`src/rtl/ufcf_pkg.sv`:
```
`default_nettype none

package ufcf_pkg;

  // Width of a vertex index as it arrives on the edge channel.
  localparam int unsigned VTX_W = 12;

  // Default number of vertices held in the parent table.
  localparam int unsigned VERTEX_COUNT_DEF = 4096;

  // Width of the set-generation tag stored with each parent entry.
  localparam int unsigned TAG_W = 8;

  // Tag zero marks an entry that no vertex of the live generation owns.
  localparam logic [TAG_W-1:0] TAG_NONE  = '0;
  localparam logic [TAG_W-1:0] TAG_FIRST = TAG_W'(1);
  localparam logic [TAG_W-1:0] TAG_LAST  = '1;

endpackage

`default_nettype wire

```
`src/rtl/ufcf_wrap.sv`:
```
`default_nettype none

// Reduce a raw vertex index modulo the table depth by reciprocal
// multiplication: register the quotient, then multiply back and subtract.
// Power-of-two depths reduce by truncation.
module ufcf_wrap #(
  parameter int unsigned VERTEX_COUNT = ufcf_pkg::VERTEX_COUNT_DEF
) (
  input  wire logic                             clk,
  input  wire logic                             rst,
  input  wire logic                             start,
  input  wire logic [ufcf_pkg::VTX_W-1:0]       raw,
  output logic                                  done,
  output logic [$clog2(VERTEX_COUNT)-1:0]       idx
);

  localparam int unsigned IDX_W  = $clog2(VERTEX_COUNT);
  localparam bit          RED_ON = (VERTEX_COUNT < (2 ** ufcf_pkg::VTX_W)) &&
                                   ((VERTEX_COUNT & (VERTEX_COUNT - 1)) != 0);
  // Reciprocal scaled by 2^RCP_SH and rounded up; the floor quotient is exact
  // for every 12-bit index while the depth stays below 2^12.
  localparam int unsigned RCP_SH = 2 * ufcf_pkg::VTX_W;
  localparam int unsigned PROD_W = RCP_SH + ufcf_pkg::VTX_W;
  localparam int unsigned BACK_W = 2 * ufcf_pkg::VTX_W;
  localparam logic [RCP_SH-1:0] RCP =
    RED_ON ? RCP_SH'(((2 ** RCP_SH) + VERTEX_COUNT - 1) / VERTEX_COUNT) : '0;

  logic                           busy;
  logic [ufcf_pkg::VTX_W-1:0]     rem;
  logic [ufcf_pkg::VTX_W-1:0]     quo;
  logic [PROD_W-1:0]              prod;
  logic [BACK_W-1:0]              back;
  logic [ufcf_pkg::VTX_W-1:0]     residue;
  logic [31:0]                    rem_ext;

  assign prod    = PROD_W'(rem) * PROD_W'(RCP);
  assign back    = BACK_W'(quo) * BACK_W'(VERTEX_COUNT);
  assign residue = rem - back[ufcf_pkg::VTX_W-1:0];
  assign rem_ext = RED_ON ? 32'(residue) : 32'(rem);
  assign idx     = rem_ext[IDX_W-1:0];

  always_ff @(posedge clk) begin
    if (rst) begin
      busy <= 1'b0;
      done <= 1'b0;
    end else begin
      busy <= start;
      done <= busy;
    end
  end

  always_ff @(posedge clk) begin
    if (start) begin
      rem <= raw;
    end
    if (busy) begin
      quo <= prod[RCP_SH +: ufcf_pkg::VTX_W];
    end
  end

endmodule

`default_nettype wire

```
`config.mk`:
```
export PLATFORM = sky130hd
export DESIGN_NAME = ufcf_wrap
export DESIGN_NICKNAME = d
export VERILOG_FILES = /design/src/rtl/ufcf_pkg.sv /design/src/rtl/ufcf_wrap.sv
export SDC_FILE = /design/constraint.sdc
export NUM_CORES = 1
export LEC_CHECK = 0
export CAP_MARGIN = 0
export CORE_AREA = 2 2 39 41
export CTS_BUF_LIST = sky130_fd_sc_hd__clkbuf_8
export DETAILED_ROUTE_END_ITERATION = 10
export DIE_AREA = 0 0 41 43
export DONT_BUFFER_PORTS = 1
export HOLD_SLACK_MARGIN = 0.12
export PLACE_DENSITY_LB_ADDON = 0.2
export SETUP_SLACK_MARGIN = 0.5
export SLEW_MARGIN = 20
export SYNTH_ARGS = -nofsm -noshare
export SYNTH_HDL_FRONTEND = slang
export SYNTH_SLANG_ARGS = --single-unit
```
`constraint.sdc`:
```
create_clock -name clk -period 1.3 [get_ports clk]
set_clock_uncertainty 0.1 [all_clocks]
set_input_delay 0.26 -clock clk [delete_from_list [all_inputs] [get_ports clk]]
set_output_delay 0.26 -clock clk [all_outputs]
set_load 0.005 [all_outputs]
```
==> flow_summary.yaml <==
sta:
  timing.final.ws_setup_ps: 306
  rsz0062_at_grt: "true"
  max_slew_margin_pct: 93.6
  fin_crit_sh_pct: 76.5
  final_max_slew_viol_count: 0
  setup_viol: 0
  fin_setup_tns_ps: 0
  worstMarginPinSlew_ps: 96.8
  hold_viol: 2
  fin_hold_ws_ps: -14.8
  period_needed_ps: 994
  fmax_ghz: 1.01
detailed_routing:
  maxUsedRoutingLayer: "met3"
  routed-wl-met2_um: 338
  postRouteAntennaNets: 0
  routed_wl_um: 588
  wirelength_met1_um: 206
  drtIter0Drc: 1
  drc_errors: 0
  vias_per_cell: 4.14
  dr_wl_met3_um: 44
  first_pass_iters: 2
  num_vias: 149
  wire_per_inst_um: 16.3
placed_design:
  place_congestion: 0.541
  io_buffers: 0
  place_inst: 32
  dp_slack_ps: 554
clock_tree:
  htreeDepth: 1
  clk-insertion-delay-late_ps: 230
  cts_made_buffers: 3
  cts_max_path_buffers: 2
  cts_tree: "yes"
  cts.sinks: 14
  path_clk_slew_ps: 60
  cts_root_buf: "clkbuf_8"
cells_and_area:
  nFillCells: 134
  fin_nets: 36
  area_growth_pct: 16.1
  diodes: 0
  drive_gt1_share_pct: 20.0
  final_cells: 36
hold_path:
  min_from: "rst"
  hold_path_class: "in -> reg"
  hold_depth: 1
floorplan:
  die_x_um: 41
  initial_core_util_pct: 29.8
  die_h_um: 43
  dieArea_mm2: 0.00176
  coreArea_mm2: 0.00138
  design.portCount: 28
  placementRows: 14
power:
  p_per_area_mw_per_mm2: 1840
  ir_drop_mv: 0.555
  leakagePower_uw: 0.000166
synth:
  synth.ff_latch_count: 14
  synth_area_leaders: "edfxtp_1, dfxtp_1, nor2b_1"
  yosys_warnings: 0
  syn_nets: 31
  synth.avg_cell_area_um2: 25.8
  synth_top_area_share_pct: 87.3
  synth.distinct_cells: 3
  synth_area_um2: 413
  yosysTopAreaCell: "edfxtp_1"
  syn-instance-count: 16
  ys_seq_area_share_pct: 97.0
global_routing:
  grt_pass1_vias: 158
  grt_use_total_pct: 7.01
  overflow: 0
  grt_pass1_wl_um: 738
  grt_max_degree: 14
  antenna_found_initial: 0
setup_path:
  crit_arrival_ps: 630
  r2r_start: "busy$_SDFF_PP0_"
  cp.depth: 0
  setup.worst_path.start: "idx[3]$_DFFE_PP_"
  path_class: "reg -> out"
  end_kind: "output port"
  cp.required_ps: 940
  worstPathMaxFanout: 1
  reg2reg_depth: 1
  worstSetupStartpointType: "register"
run_status:
  status: "finished with violations"
  violations: "negative hold slack"
run:
  drv_cap: 0
## metrics by stage
stage / utilization, % / power, µW / hold slack (ps) / cell area (µm²)
final: 34.6 / 883 / -14.8 / 479
after floorplan: - / 548 / 232 / 413
after global placement: 31.3 / 553 / 233 / 433
after CTS: 34.6 / 896 / -21.2 / 479
after detailed placement: 31.3 / 555 / 234 / 433
after global routing: 34.6 / 923 / -25.3 / 479
## metal layers
metal  track usage [%]  up-vias
met1              4.91       69
met4              6.00        0
met3              4.19        0
li1                  -       67
met5                 0        -
met2              11.6       13
## placed cells by master (no fill, tap or decap)
cell type,synthesis,routed
edfxtp_1,12,12
clkbuf_8,0,3
nor2b_1,2,2
dfxtp_1,2,1
inv_1,0,1
dfxtp_2,0,1
## cells in the mapped netlist
cell	n
dfxtp_1	2
edfxtp_1	12
nor2b_1	2
## final timing paths
check,end,slack (ps)
setup reg to reg,done$_SDFF_PP0_,690
setup / recovery,idx[3],310
hold / removal,done$_SDFF_PP0_,-10
hold reg to reg,done$_SDFF_PP0_,330
## where the power goes
| group | internal (µW) | switching [µW] |
|---|---|---|
| Combinational | 1.50 | 0.495 |
| Clock | 207 | 131 |
| Sequential | 527 | 15.9 |
## final cells by class
| class | count | area (µm²) | area share [%] |
|---|---|---|---|
| sequential | 14 | 402 | 83.8 |
| multi-input combinational | 2 | 12.5 | 2.61 |
| clock inverter | 1 | 3.75 | 0.783 |
| tap | 16 | 20.0 | 4.18 |
| clock buffer | 3 | 41.3 | 8.62 |
## state kept, by name, indices dropped and copies added (netlist names)
name and cells:
idx 12, busy 1, done 1
## cell families (layout without fill, tap and decap cells)
family	count (synthesis)	after routing	synth area share (%)
buf+inv	0	4	0
flops	14	14	97.0
simple gates	2	2	3.03
## what timing repair did
action                     CTS  global route
setup endpoints to repair   13            13
hold endpoints to repair    26            26
buffers inserted             0             0
gates resized for setup      1             0
(Power assumes the default switching activity.)
